## src/ptd_pkg.sv

```systemverilog
`default_nettype none

package ptd_pkg;

   localparam int unsigned SCREEN_OFFSET_X = 40;
   localparam int unsigned ROW_BYTES       = 52;

   localparam int unsigned LUMA_R_WEIGHT    = 77;
   localparam int unsigned LUMA_G_WEIGHT    = 150;
   localparam int unsigned LUMA_B_WEIGHT    = 29;
   localparam int unsigned LUMA_BLACK_LIMIT = 64;
   localparam int unsigned SEG_THR_BASE     = 224;
   localparam int unsigned SEG2_SCALE       = 85;
   localparam int unsigned SEG4_SCALE       = 17;
   localparam int unsigned SEG_INV_LIMIT    = 31;
   localparam int unsigned BIT_MASK_MSB     = 'h80;

   // reciprocals: exact for x < 2^17/27 (div 31) and x < 2^20/59 (div 63)
   localparam int unsigned RECIP31       = 4229;
   localparam int unsigned RECIP31_SHIFT = 17;
   localparam int unsigned RECIP63       = 16645;
   localparam int unsigned RECIP63_SHIFT = 20;

   localparam logic [3:0] DITHER_MATRIX [16] = '{
      4'd0,  4'd8,  4'd2,  4'd10,
      4'd12, 4'd4,  4'd14, 4'd6,
      4'd3,  4'd11, 4'd1,  4'd9,
      4'd15, 4'd7,  4'd13, 4'd5
   };

   localparam logic [1:0] FMT_8BIT = 2'd0;
   localparam logic [1:0] FMT_4BIT = 2'd1;
   localparam logic [1:0] FMT_2BIT = 2'd2;

   localparam logic CSR_SEGMENT_FORMAT = 1'b0;
   localparam logic CSR_INVERTED       = 1'b1;

   localparam logic KIND_BACKGROUND = 1'b0;
   localparam logic KIND_SEGMENT    = 1'b1;

   typedef struct packed {
      logic        kind;
      logic [15:0] pixel_value;
      logic [1:0]  sub_index;
      logic [8:0]  src_x;
      logic [7:0]  src_y;
   } req_type;

   typedef struct packed {
      logic        black;
      logic [13:0] byte_index;
      logic [7:0]  bit_mask;
   } rsp_type;

   typedef struct packed {
      logic [1:0] segment_format;
      logic       inverted;
   } cfg_type;

   typedef struct packed {
      logic        kind;
      logic [11:0] r_prod;
      logic [13:0] g_prod;
      logic [9:0]  b_prod;
      logic [7:0]  seg_val;
      logic [7:0]  seg_thr;
      logic        inverted;
      logic [13:0] row_base;
      logic [9:0]  col;
   } s1_type;

   typedef struct packed {
      logic        kind;
      logic [7:0]  r_quot;
      logic [8:0]  g_quot;
      logic [7:0]  b_quot;
      logic        seg_black;
      logic [13:0] byte_index;
      logic [7:0]  bit_mask;
   } s2_type;

   function automatic logic [7:0] div31(input logic [11:0] x);
      logic [24:0] p;
      p = 25'(x) * 25'(RECIP31);
      return 8'(p >> RECIP31_SHIFT);
   endfunction

   function automatic logic [8:0] div63(input logic [13:0] x);
      logic [28:0] p;
      p = 29'(x) * 29'(RECIP63);
      return 9'(p >> RECIP63_SHIFT);
   endfunction

endpackage

`default_nettype wire

```

## src/ptd_csr.sv

```systemverilog
`default_nettype none

module ptd_csr
   import ptd_pkg::*;
(
   input  wire logic       clock,
   input  wire logic       reset,
   input  wire logic       csr_valid,
   output logic            csr_ready,
   input  wire logic       csr_index,
   input  wire logic [1:0] csr_data,
   output cfg_type         cfg
);

   logic [1:0] segment_format_ff, segment_format_in;
   logic       inverted_ff, inverted_in;

   assign csr_ready = 1'b1;

   always_comb begin
      segment_format_in = segment_format_ff;
      inverted_in       = inverted_ff;
      if (csr_valid) begin
         unique case (csr_index)
            CSR_SEGMENT_FORMAT: segment_format_in = csr_data;
            CSR_INVERTED:       inverted_in       = csr_data[0];
         endcase
      end
   end

   always_ff @(posedge clock) begin
      if (reset) begin
         segment_format_ff <= FMT_8BIT;
         inverted_ff       <= 1'b0;
      end else begin
         segment_format_ff <= segment_format_in;
         inverted_ff       <= inverted_in;
      end
   end

   assign cfg.segment_format = segment_format_ff;
   assign cfg.inverted       = inverted_ff;

endmodule

`default_nettype wire

```

## src/ptd_unpack_stage.sv

```systemverilog
`default_nettype none

module ptd_unpack_stage
   import ptd_pkg::*;
(
   input  wire logic    clock,
   input  wire logic    reset,
   input  wire logic    in_valid,
   input  wire req_type in_data,
   input  wire cfg_type cfg,
   output logic         out_valid,
   output s1_type       out_data
);

   logic       valid_ff;
   s1_type     data_ff, data_in;
   logic [7:0] seg_byte;
   logic [7:0] crumb_shift;
   logic [3:0] nibble;
   logic [3:0] dither;

   always_comb begin
      seg_byte    = in_data.pixel_value[7:0];
      crumb_shift = seg_byte >> {in_data.sub_index, 1'b0};
      nibble      = in_data.sub_index[0] ? seg_byte[3:0] : seg_byte[7:4];
      dither      = DITHER_MATRIX[{in_data.src_y[1:0], in_data.src_x[1:0]}];

      data_in.kind   = in_data.kind;
      data_in.r_prod = 12'(in_data.pixel_value[15:11]) * 12'(LUMA_R_WEIGHT);
      data_in.g_prod = 14'(in_data.pixel_value[10:5]) * 14'(LUMA_G_WEIGHT);
      data_in.b_prod = 10'(in_data.pixel_value[4:0]) * 10'(LUMA_B_WEIGHT);

      unique case (cfg.segment_format)
         FMT_2BIT: data_in.seg_val = 8'(crumb_shift[1:0]) * 8'(SEG2_SCALE);
         FMT_4BIT: data_in.seg_val = 8'(nibble) * 8'(SEG4_SCALE);
         default:  data_in.seg_val = seg_byte;   // unused code 3 acts as 8-bit
      endcase

      data_in.seg_thr  = 8'(SEG_THR_BASE) + {3'b000, dither, 1'b0};
      data_in.inverted = cfg.inverted;
      data_in.row_base = 14'(in_data.src_y) * 14'(ROW_BYTES);
      data_in.col      = 10'(SCREEN_OFFSET_X) + 10'(in_data.src_x);
   end

   always_ff @(posedge clock) begin
      if (reset) begin
         valid_ff <= 1'b0;
      end else begin
         valid_ff <= in_valid;
      end
      data_ff <= data_in;
   end

   assign out_valid = valid_ff;
   assign out_data  = data_ff;

endmodule

`default_nettype wire

```

## src/ptd_divide_stage.sv

```systemverilog
`default_nettype none

module ptd_divide_stage
   import ptd_pkg::*;
(
   input  wire logic   clock,
   input  wire logic   reset,
   input  wire logic   in_valid,
   input  wire s1_type in_data,
   output logic        out_valid,
   output s2_type      out_data
);

   logic   valid_ff;
   s2_type data_ff, data_in;

   always_comb begin
      data_in.kind       = in_data.kind;
      data_in.r_quot     = div31(in_data.r_prod);
      data_in.g_quot     = div63(in_data.g_prod);
      data_in.b_quot     = div31(12'(in_data.b_prod));
      data_in.seg_black  = in_data.inverted ? (in_data.seg_val > 8'(SEG_INV_LIMIT))
                                            : (in_data.seg_val < in_data.seg_thr);
      data_in.byte_index = in_data.row_base + 14'(in_data.col[9:3]);
      data_in.bit_mask   = 8'(BIT_MASK_MSB) >> in_data.col[2:0];
   end

   always_ff @(posedge clock) begin
      if (reset) begin
         valid_ff <= 1'b0;
      end else begin
         valid_ff <= in_valid;
      end
      data_ff <= data_in;
   end

   assign out_valid = valid_ff;
   assign out_data  = data_ff;

endmodule

`default_nettype wire

```

## src/ptd_resolve_stage.sv

```systemverilog
`default_nettype none

module ptd_resolve_stage
   import ptd_pkg::*;
(
   input  wire logic   clock,
   input  wire logic   reset,
   input  wire logic   in_valid,
   input  wire s2_type in_data,
   output logic        out_valid,
   output rsp_type     out_data
);

   logic       valid_ff;
   rsp_type    data_ff, data_in;
   logic [9:0] luma;

   always_comb begin
      luma = 10'(in_data.r_quot) + 10'(in_data.g_quot) + 10'(in_data.b_quot);
      data_in.black      = (in_data.kind == KIND_SEGMENT) ? in_data.seg_black
                                                          : (luma < 10'(LUMA_BLACK_LIMIT));
      data_in.byte_index = in_data.byte_index;
      data_in.bit_mask   = in_data.bit_mask;
   end

   always_ff @(posedge clock) begin
      if (reset) begin
         valid_ff <= 1'b0;
      end else begin
         valid_ff <= in_valid;
      end
      data_ff <= data_in;
   end

   assign out_valid = valid_ff;
   assign out_data  = data_ff;

endmodule

`default_nettype wire

```

## src/pixel_threshold_dither_1bit_unit.sv

```systemverilog
// Channel   Handshake             Payload
// req       start / busy          req_data  (kind, pixel_value, sub_index, src_x, src_y)
// rsp       rsp_valid (strobe)    rsp_data  (black, byte_index, bit_mask)
// csr       csr_valid / csr_ready csr_index, csr_data
//
// Three register stages: multiply/unpack, reciprocal divide, luma sum and select.
// One pixel per clock while busy is low; results pass the unpack, divide and resolve
// registers before the strobe. busy is high only while reset is held; the pipeline
// never stalls since the receiver takes every result. Synchronous reset clears valid
// bits and CSR registers (segment_format = 8-bit, inverted = 0). csr_ready is tied high.
`default_nettype none

module pixel_threshold_dither_1bit_unit
   import ptd_pkg::*;
(
   input  wire logic       clock,
   input  wire logic       reset,
   input  wire logic       start,
   output logic            busy,
   input  wire req_type    req_data,
   output logic            rsp_valid,
   output rsp_type         rsp_data,
   input  wire logic       csr_valid,
   output logic            csr_ready,
   input  wire logic       csr_index,
   input  wire logic [1:0] csr_data
);

   cfg_type cfg;
   logic    s1_valid, s2_valid;
   s1_type  s1_data;
   s2_type  s2_data;

   assign busy = reset;

   ptd_csr u_csr (
      .clock     (clock),
      .reset     (reset),
      .csr_valid (csr_valid),
      .csr_ready (csr_ready),
      .csr_index (csr_index),
      .csr_data  (csr_data),
      .cfg       (cfg)
   );

   ptd_unpack_stage u_unpack (
      .clock     (clock),
      .reset     (reset),
      .in_valid  (start && !busy),
      .in_data   (req_data),
      .cfg       (cfg),
      .out_valid (s1_valid),
      .out_data  (s1_data)
   );

   ptd_divide_stage u_divide (
      .clock     (clock),
      .reset     (reset),
      .in_valid  (s1_valid),
      .in_data   (s1_data),
      .out_valid (s2_valid),
      .out_data  (s2_data)
   );

   ptd_resolve_stage u_resolve (
      .clock     (clock),
      .reset     (reset),
      .in_valid  (s2_valid),
      .in_data   (s2_data),
      .out_valid (rsp_valid),
      .out_data  (rsp_data)
   );

   a_latency: assert property (@(posedge clock) disable iff (reset)
      rsp_valid == $past(start && !busy, 3))
      else $error("result strobe does not match start beat three cycles earlier");

   a_mask_onehot: assert property (@(posedge clock) disable iff (reset)
      rsp_valid |-> $onehot(rsp_data.bit_mask))
      else $error("bit mask not one-hot");

   a_mask_follows_col: assert property (@(posedge clock) disable iff (reset)
      s2_valid |-> (s2_data.bit_mask == (8'(BIT_MASK_MSB) >> $past(s1_data.col[2:0]))))
      else $error("bit mask does not follow screen column");

endmodule

`default_nettype wire
```

## config.mk

```make
export PLATFORM = sky130hd
export DESIGN_NAME = pixel_threshold_dither_1bit_unit
export DESIGN_NICKNAME = d
export VERILOG_FILES = /design/src/ptd_pkg.sv /design/src/ptd_csr.sv /design/src/ptd_unpack_stage.sv /design/src/ptd_divide_stage.sv /design/src/ptd_resolve_stage.sv /design/src/pixel_threshold_dither_1bit_unit.sv
export SDC_FILE = /design/constraint.sdc
export NUM_CORES = 1
export LEC_CHECK = 0
export BUFFER_PORTS_ARGS = -buffer_cell sky130_fd_sc_hd__buf_2
export CAP_MARGIN = 20
export CORE_ASPECT_RATIO = 1.4
export CORE_MARGIN = 4
export CORE_UTILIZATION = 50
export CTS_BUF_LIST = sky130_fd_sc_hd__clkbuf_16
export DETAILED_ROUTE_END_ITERATION = 8
export MAX_ROUTING_LAYER = met4
export PLACE_DENSITY_LB_ADDON = 0.15
export SLEW_MARGIN = 15
export SYNTH_ARGS = -nofsm -noshare
export SYNTH_HDL_FRONTEND = slang
export SYNTH_SLANG_ARGS = --single-unit
```

## constraint.sdc

```tcl
create_clock -name clock -period 5.6 [get_ports clock]
set_clock_uncertainty 0.05 [all_clocks]
set_input_delay 0.28 -clock clock [delete_from_list [all_inputs] [get_ports clock]]
set_output_delay 0.28 -clock clock [all_outputs]
set_load 0.02 [all_outputs]
```

==> Word-level counts from Yosys, hierarchy flattened <==
Memories as Yosys holds them, arrays and structs flattened.
Cells that the tools add are included.
{ "word_totals": {"mem_bits_ro": 64, "ram_bits": 0, "elab_cells": 59, "reg_bits": 151, "latch_bits": 0, "n_memories": 1, "out_inout_bits": 26} }
{ "mem_list": {"columns": ["memory", "depth", "width", "read_ports", "rd_clocked_by_memory_dff", "wr", "line_no", "rtl"], "rows": [
  ["(name not given)", 16, 4, 1, 0, 0, "ptd_unpack_stage.sv:26", "dither = DITHER_MATRIX[{in_data.src_y[1:0], in_data.src_x[1:0]}];"]
]} }
{ "op_classes": {"n_shift": 2, "magnitude_cmp": 4, "n_bitwise": 2, "n_mux": 6, "n_eq_ne": 2, "addsub": 5, "mul": 9, "n_reduce_logical": 4, "div": 0} }
{ "op_table": {"columns": ["cell", "count"], "rows": [
  ["13-bit by 15-bit multiplier with 28-bit output (second input constant)", 1],
  ["12-bit by 13-bit multiplier with 25-bit output (second input constant)", 1],
  ["10-bit by 13-bit multiplier with 23-bit output (second input constant)", 1],
  ["8-bit case mux with 2 select lines", 1],
  ["14-bit by 7-bit adder with 14-bit output", 1],
  ["6-bit by 7-bit multiplier with 13-bit output (second input constant)", 1],
  ["5-bit by 7-bit multiplier with 12-bit output (second input constant)", 1],
  ["8-bit by 4-bit multiplier with 12-bit output (second input constant)", 1],
  ["4-bit 2-to-1 mux", 3],
  ["10-bit by 6-bit adder with 10-bit output", 1],
  ["6-bit by 9-bit adder with 10-bit output (first input constant)", 1],
  ["8-bit by 9-bit adder with 10-bit output", 1],
  ["10-bit by 7-bit less-than comparator with 1-bit output (second input constant)", 1],
  ["5-bit by 5-bit multiplier with 10-bit output (second input constant)", 1],
  ["8-bit by 5-bit > comparator with 1-bit output (second input constant)", 1],
  ["8-bit less-than comparator", 1],
  ["2-bit by 7-bit multiplier with 8-bit output (second input constant)", 1],
  ["4-bit by 5-bit multiplier with 8-bit output (second input constant)", 1],
  ["8-bit by 3-bit right shift with 2-bit output", 1],
  ["8-bit by 3-bit right shift with 8-bit output (first input constant)", 1],
  ["6-bit by 6-bit adder with 7-bit output (first input constant)", 1],
  ["5-bit greater-or-equal comparator (second input constant)", 1],
  ["4-bit inverter with 5-bit output", 1],
  ["2-bit AND reduction", 2],
  ["6 further kinds", 7]
]} }

==> Logic depth before layout (Yosys ltp) <==
{ "logic_depth": {"depth_word": 5, "ltp_mapped": 14} }

==> Hierarchy <==
From an unflattened synthesis, not the netlist that was laid out.
{ "hier_totals": {"hier_cells": 1058, "hier_area_um2": 10960.5} }
{ "modules_own_cells": {"columns": ["mod", "cells_per_inst", "seq_area_each_um2", "instances", "area_per_inst_um2"], "rows": [
  ["ptd_divide_stage", 577, 960.9, 1, 5694.2],
  ["ptd_unpack_stage", 383, 1401.3, 1, 4131.5],
  ["ptd_resolve_stage", 80, 480.5, 1, 959.7],
  ["ptd_csr", 16, 60.1, 1, 153.9],
  ["pixel_threshold_dither_1bit_unit", 2, 0.0, 1, 21.3]
]} }

==> Worst setup path before layout <==
No wires, ideal clock.
{ "synth_path": {"kind": "reg2reg", "startpoint": "register u_unpack.data_ff (netlist bit u_unpack.out_data[74])", "endpoint": "register u_divide.data_ff (netlist bit u_divide.out_data[42])", "stages_incl_launch_ff": 13, "slack_ns": 2.116, "arrival_ns": 3.312, "period_less_slack_ns": 3.484, "setup_time_ns": 0.122, "cell_sequence": "dfxtp_1 > ha_1 > ha_1 > ha_1 > fa_1 > ha_1 > ha_1 > a21o_1 > a221oi_2 > o21ai_2 > a21o_1 > a311o_1 > xor2_1"} }
{ "synth_rtl": {"columns": ["element", "line_no", "rtl"], "rows": [
  ["from (decl)", "ptd_unpack_stage.sv:16", "s1_type data_ff, data_in;"],
  ["from (signal assigned)", "ptd_unpack_stage.sv:51", "data_ff <= data_in;"],
  ["to (signal assigned)", "ptd_divide_stage.sv:34", "data_ff <= data_in;"],
  ["to (decl)", "ptd_divide_stage.sv:15", "s2_type data_ff, data_in;"]
]} }

==> out/qor.log <==
[clocking] clock sinks 144
[yosys] total of warnings raised by yosys 0
[clocking] clock slew at the register clock pins of the worst setup and hold paths 60 ps
[detailed_routing] average wire length per cell after detail routing 13.5 µm
[cells_and_area] total number of nets in the final design 1372
[yosys] cell count after synthesis 922
[global_routing] overall routing resource usage 0.173
[yosys] most frequently used flop master after synthesis sky130_fd_sc_hd__dfxtp_1
[detailed_routing] average vias per placed instance 5.09
[clocking] Clock Tree Root sky130_fd_sc_hd__clkbuf_16
[clocking] clock tree from TritonCTS done
[timing] final-layout setup total negative slack 0 ps
[detailed_routing] total DRC errors in the routed layout 0
[clocking] post_cts resized 0
[detailed_routing] total via count after detailed routing 6495
[die] number of placement rows 60
[min_path] startpoint of the lowest-slack hold path req_data[19]
[place] placer congestion estimate 0.841
[min_path] hold crit path type input pin to register
[clocking] H-Tree Depth 4
[detailed_routing] Detailed Routing Iterations Pass 1 4
[pwr] clock share of power 0.190
[yosys] average instance area after synthesis 10.7 µm²
[worst_setup_path] type of element launching the critical path register
[run] Max Cap Viol 0
[worst_setup_path] Reg2Reg Capture Point u_divide.out_data[35]
[pwr] Flop pwr share 0.260
[worst_setup_path] data required time at the worst endpoint 5890 ps
[pwr] internal portion of total power 3.41 mW
[clocking] hold bufs inserted after CTS 8
[clocking] number of buffers created by CTS 17
[worst_setup_path] Critical Path End Type register
[detailed_routing] Routed Wire Length 17.2 mm
[global_routing] total overflow reported by the global router 0
[yosys] Unique masters post-synth 59
[yosys] proportion of synthesized flip-flops having asynchronous set or reset 0
[timing] final hold violations 0
[yosys] syn_nets 1280
[timing] time the worst path needs with I/O delays and setup 3700 ps
[place] Port-buffer cells 67
[global_routing] wire length of the first global-routing pass 30.6 mm
[cells_and_area] most frequent standard cell in the layout excluding fill and tap cells sky130_fd_sc_hd__ha_1
[clocking] worst-case clock buffer depth 2
[yosys] sequential area share after synthesis 0.293
[worst_setup_path] worst path arrival time 3990 ps
[detailed_routing] DRT antenna net count 0
[yosys] post-synthesis sequential element count 144
[cells_and_area] top library cells by usage in the layout, fill and taps aside sky130_fd_sc_hd__ha_1 (270), sky130_fd_sc_hd__dfxtp_1 (144), sky130_fd_sc_hd__inv_1 (126), sky130_fd_sc_hd__buf_2 (67), sky130_fd_sc_hd__a21oi_1 (51)
[run_status] outcome completed
[yosys] number of flops mapped to enable cells by yosys 0
[yosys] Post-Syn Area 9840 µm²
[timing] RSZ-0062 raised after global routing false
[place] half-perimeter wire length of the detailed placement result 14.3 mm
[pwr] reported net switching power 2.39 mW
[die] total core area 19300 µm²
[global_routing] number of antenna violations at the first check in global routing 1
[timing] number of max-slew violations in the final report 0
[worst_setup_path] depth of the worst register-to-register path 12
[die] Die ar. 22000 µm²
[detailed_routing] DRC violation total after the first TritonRoute iteration 119
[cells_and_area] share of the core filled with cells in the final layout 0.577
[die] die extent in x 127 µm
[worst_setup_path] type of the worst setup path register to register
[global_routing] vias in the first global route 6894
[timing] final setup fails 0
[cells_and_area] relative area change from synthesis to final layout 13.2%
[die] height of the die 174 µm
[cells_and_area] share of post-route cells with drive strength above 1 0.111
[worst_setup_path] crit-path max FO 7
[die] effective utilization at floorplan 0.510
[pwr] switching fraction of total power 0.412
[global_routing] pin count of the biggest net entering global routing 17
[min_path] Worst Hold Depth 1
[die] io pins 69
[worst_setup_path] Reg-to-Reg Start u_unpack.out_data[62]
[pwr] cell area power density 521 nW/µm²
[pwr] leakage power of the design 5.88 nW
[worst_setup_path] startpoint of the most critical setup path u_unpack.out_data[62]
[timing] maximum operating frequency 0.270 GHz
[pwr] worst vdd rail ir drop 0.237 mV
[timing] final clock period utilization by the worst path 0.661
[worst_setup_path] setup slack, reg-to-reg 1900 ps
[pwr] Logic pwr share 0.550
[timing] Hold Slack 20.7 ps
[clocking] clock insertion delay at the later pin of the skew report 420 ps
[min_path] destination of the worst hold path u_unpack.out_data[41]
[clocking] Setup Buffers After CTS 0
[critical path, stage by stage, from the launching register on]
cell and delay, ps:
sky130_fd_sc_hd__dfxtp_1 380, sky130_fd_sc_hd__ha_1 230, sky130_fd_sc_hd__ha_1 190, sky130_fd_sc_hd__fa_1 500, sky130_fd_sc_hd__fa_1 430, sky130_fd_sc_hd__ha_1 310, sky130_fd_sc_hd__ha_1 330, sky130_fd_sc_hd__a21oi_1 150
sky130_fd_sc_hd__a21oi_1 120, sky130_fd_sc_hd__a2111oi_4 370, sky130_fd_sc_hd__a21boi_2 170, sky130_fd_sc_hd__a221oi_2 280, sky130_fd_sc_hd__xnor2_1 140
[power by group through the flow]
| stage | sequential [mW] | clock, mW | combinational (mW) |
|---|---|---|---|
| finish | 1.51 | 1.10 | 3.19 |
| CTS | 1.52 | 1.13 | 3.27 |
| detailed placement | 1.54 | 0 | 3.20 |
| global route | 1.55 | 1.17 | 3.80 |
| floorplan | 1.52 | 0 | 2.39 |
| global placement | 1.54 | 0 | 3.15 |
[Yosys cell counts, types with 3 or more instances]
cell type | n | area (µm²)
sky130_fd_sc_hd__a31oi_1 | 3 | 18.8
sky130_fd_sc_hd__nand4_1 | 8 | 50.1
sky130_fd_sc_hd__a31o_2 | 3 | 26.3
sky130_fd_sc_hd__xnor2_1 | 39 | 342
sky130_fd_sc_hd__dfxtp_1 | 144 | 2880
sky130_fd_sc_hd__nand3_1 | 7 | 35.0
sky130_fd_sc_hd__xor2_1 | 19 | 166
sky130_fd_sc_hd__o21ai_0 | 20 | 100
sky130_fd_sc_hd__nor3_1 | 10 | 50.1
sky130_fd_sc_hd__ha_1 | 270 | 3380
sky130_fd_sc_hd__and2_1 | 4 | 25.0
sky130_fd_sc_hd__and3_1 | 7 | 43.8
sky130_fd_sc_hd__a21oi_1 | 51 | 255
sky130_fd_sc_hd__o21ai_1 | 3 | 15.0
sky130_fd_sc_hd__nand2b_1 | 6 | 37.5
sky130_fd_sc_hd__o21a_1 | 5 | 37.5
sky130_fd_sc_hd__a21o_1 | 18 | 135
sky130_fd_sc_hd__nor3b_1 | 5 | 37.5
sky130_fd_sc_hd__o211ai_1 | 3 | 22.5
sky130_fd_sc_hd__nor2_1 | 40 | 150
sky130_fd_sc_hd__o21bai_1 | 6 | 45.0
sky130_fd_sc_hd__a22o_1 | 3 | 26.3
sky130_fd_sc_hd__nand2_1 | 24 | 90.1
sky130_fd_sc_hd__fa_1 | 45 | 901
sky130_fd_sc_hd__inv_1 | 125 | 469
sky130_fd_sc_hd__nor2b_1 | 14 | 87.6
[through the flow]
| step | power (mW) | setup slack, ps | cell area [µm²] | instances |
|---|---|---|---|---|
| after floorplan | 3.91 | 2120 | 9840 | 922 |
| after global placement | 4.69 | 1980 | 10500 | 1234 |
| after detailed placement | 4.74 | 1920 | 10500 | 1234 |
| after CTS | 5.92 | 1870 | 11100 | 1274 |
| after global routing | 6.51 | 1660 | 11100 | 1276 |
| final | 5.80 | 1900 | 11100 | 1276 |
[layout make-up]
cell class,instances,area (µm²)
clock inverters,15,149
diodes,1,2.50
flip-flops and latches,144,2880
clock buffers,17,425
fillers,1651,8160
inverters,125,469
multi-input cells,650,6470
well taps,248,310
repair buffers,76,425
[state kept, by name (all words and copies together), names as in the netlist]
signal / flops
u_resolve.out_data: 23
u_unpack.out_valid: 1
u_divide.out_data: 47
u_unpack.out_data: 68
u_csr.segment_format_ff: 2
u_resolve.out_valid: 1
u_divide.out_valid: 1
u_csr.inverted_ff: 1
[worst max-delay path by stage]
stage                                  to  slack (ps)
global route        u_divide.out_data[35]        1660
finish              u_divide.out_data[35]        1900
CTS                 u_divide.out_data[35]        1870
global placement    u_divide.out_data[35]        1980
detailed placement  u_divide.out_data[35]        1920
floorplan           u_divide.out_data[42]        2120
[metal layers]
layer	GRT usage	wire (µm)	vias up
met5	-	0	-
met4	0.0487	200	0
met2	0.333	9790	56
li1	-	-	3366
met1	0.182	6920	3058
met3	0.0246	318	15
[cells by family (layout without fill, tap and decap cells)]
| logic type | Yosys count | count (layout) | synth area share |
|---|---|---|---|
| AO/OA/AOI/OAI | 136 | 136 | 0.0940 |
| XOR/XNOR | 58 | 58 | 0.0516 |
| adder cells (fa/ha/maj) | 315 | 315 | 0.435 |
| buffers and inverters | 128 | 233 | 0.0496 |
| flip-flops | 144 | 144 | 0.293 |
| multiplexers | 3 | 3 | 0.00560 |
| other | 1 | 2 | 0.000381 |
| AND/OR/NAND/NOR | 137 | 137 | 0.0707 |
(Power assumes the default switching activity.)
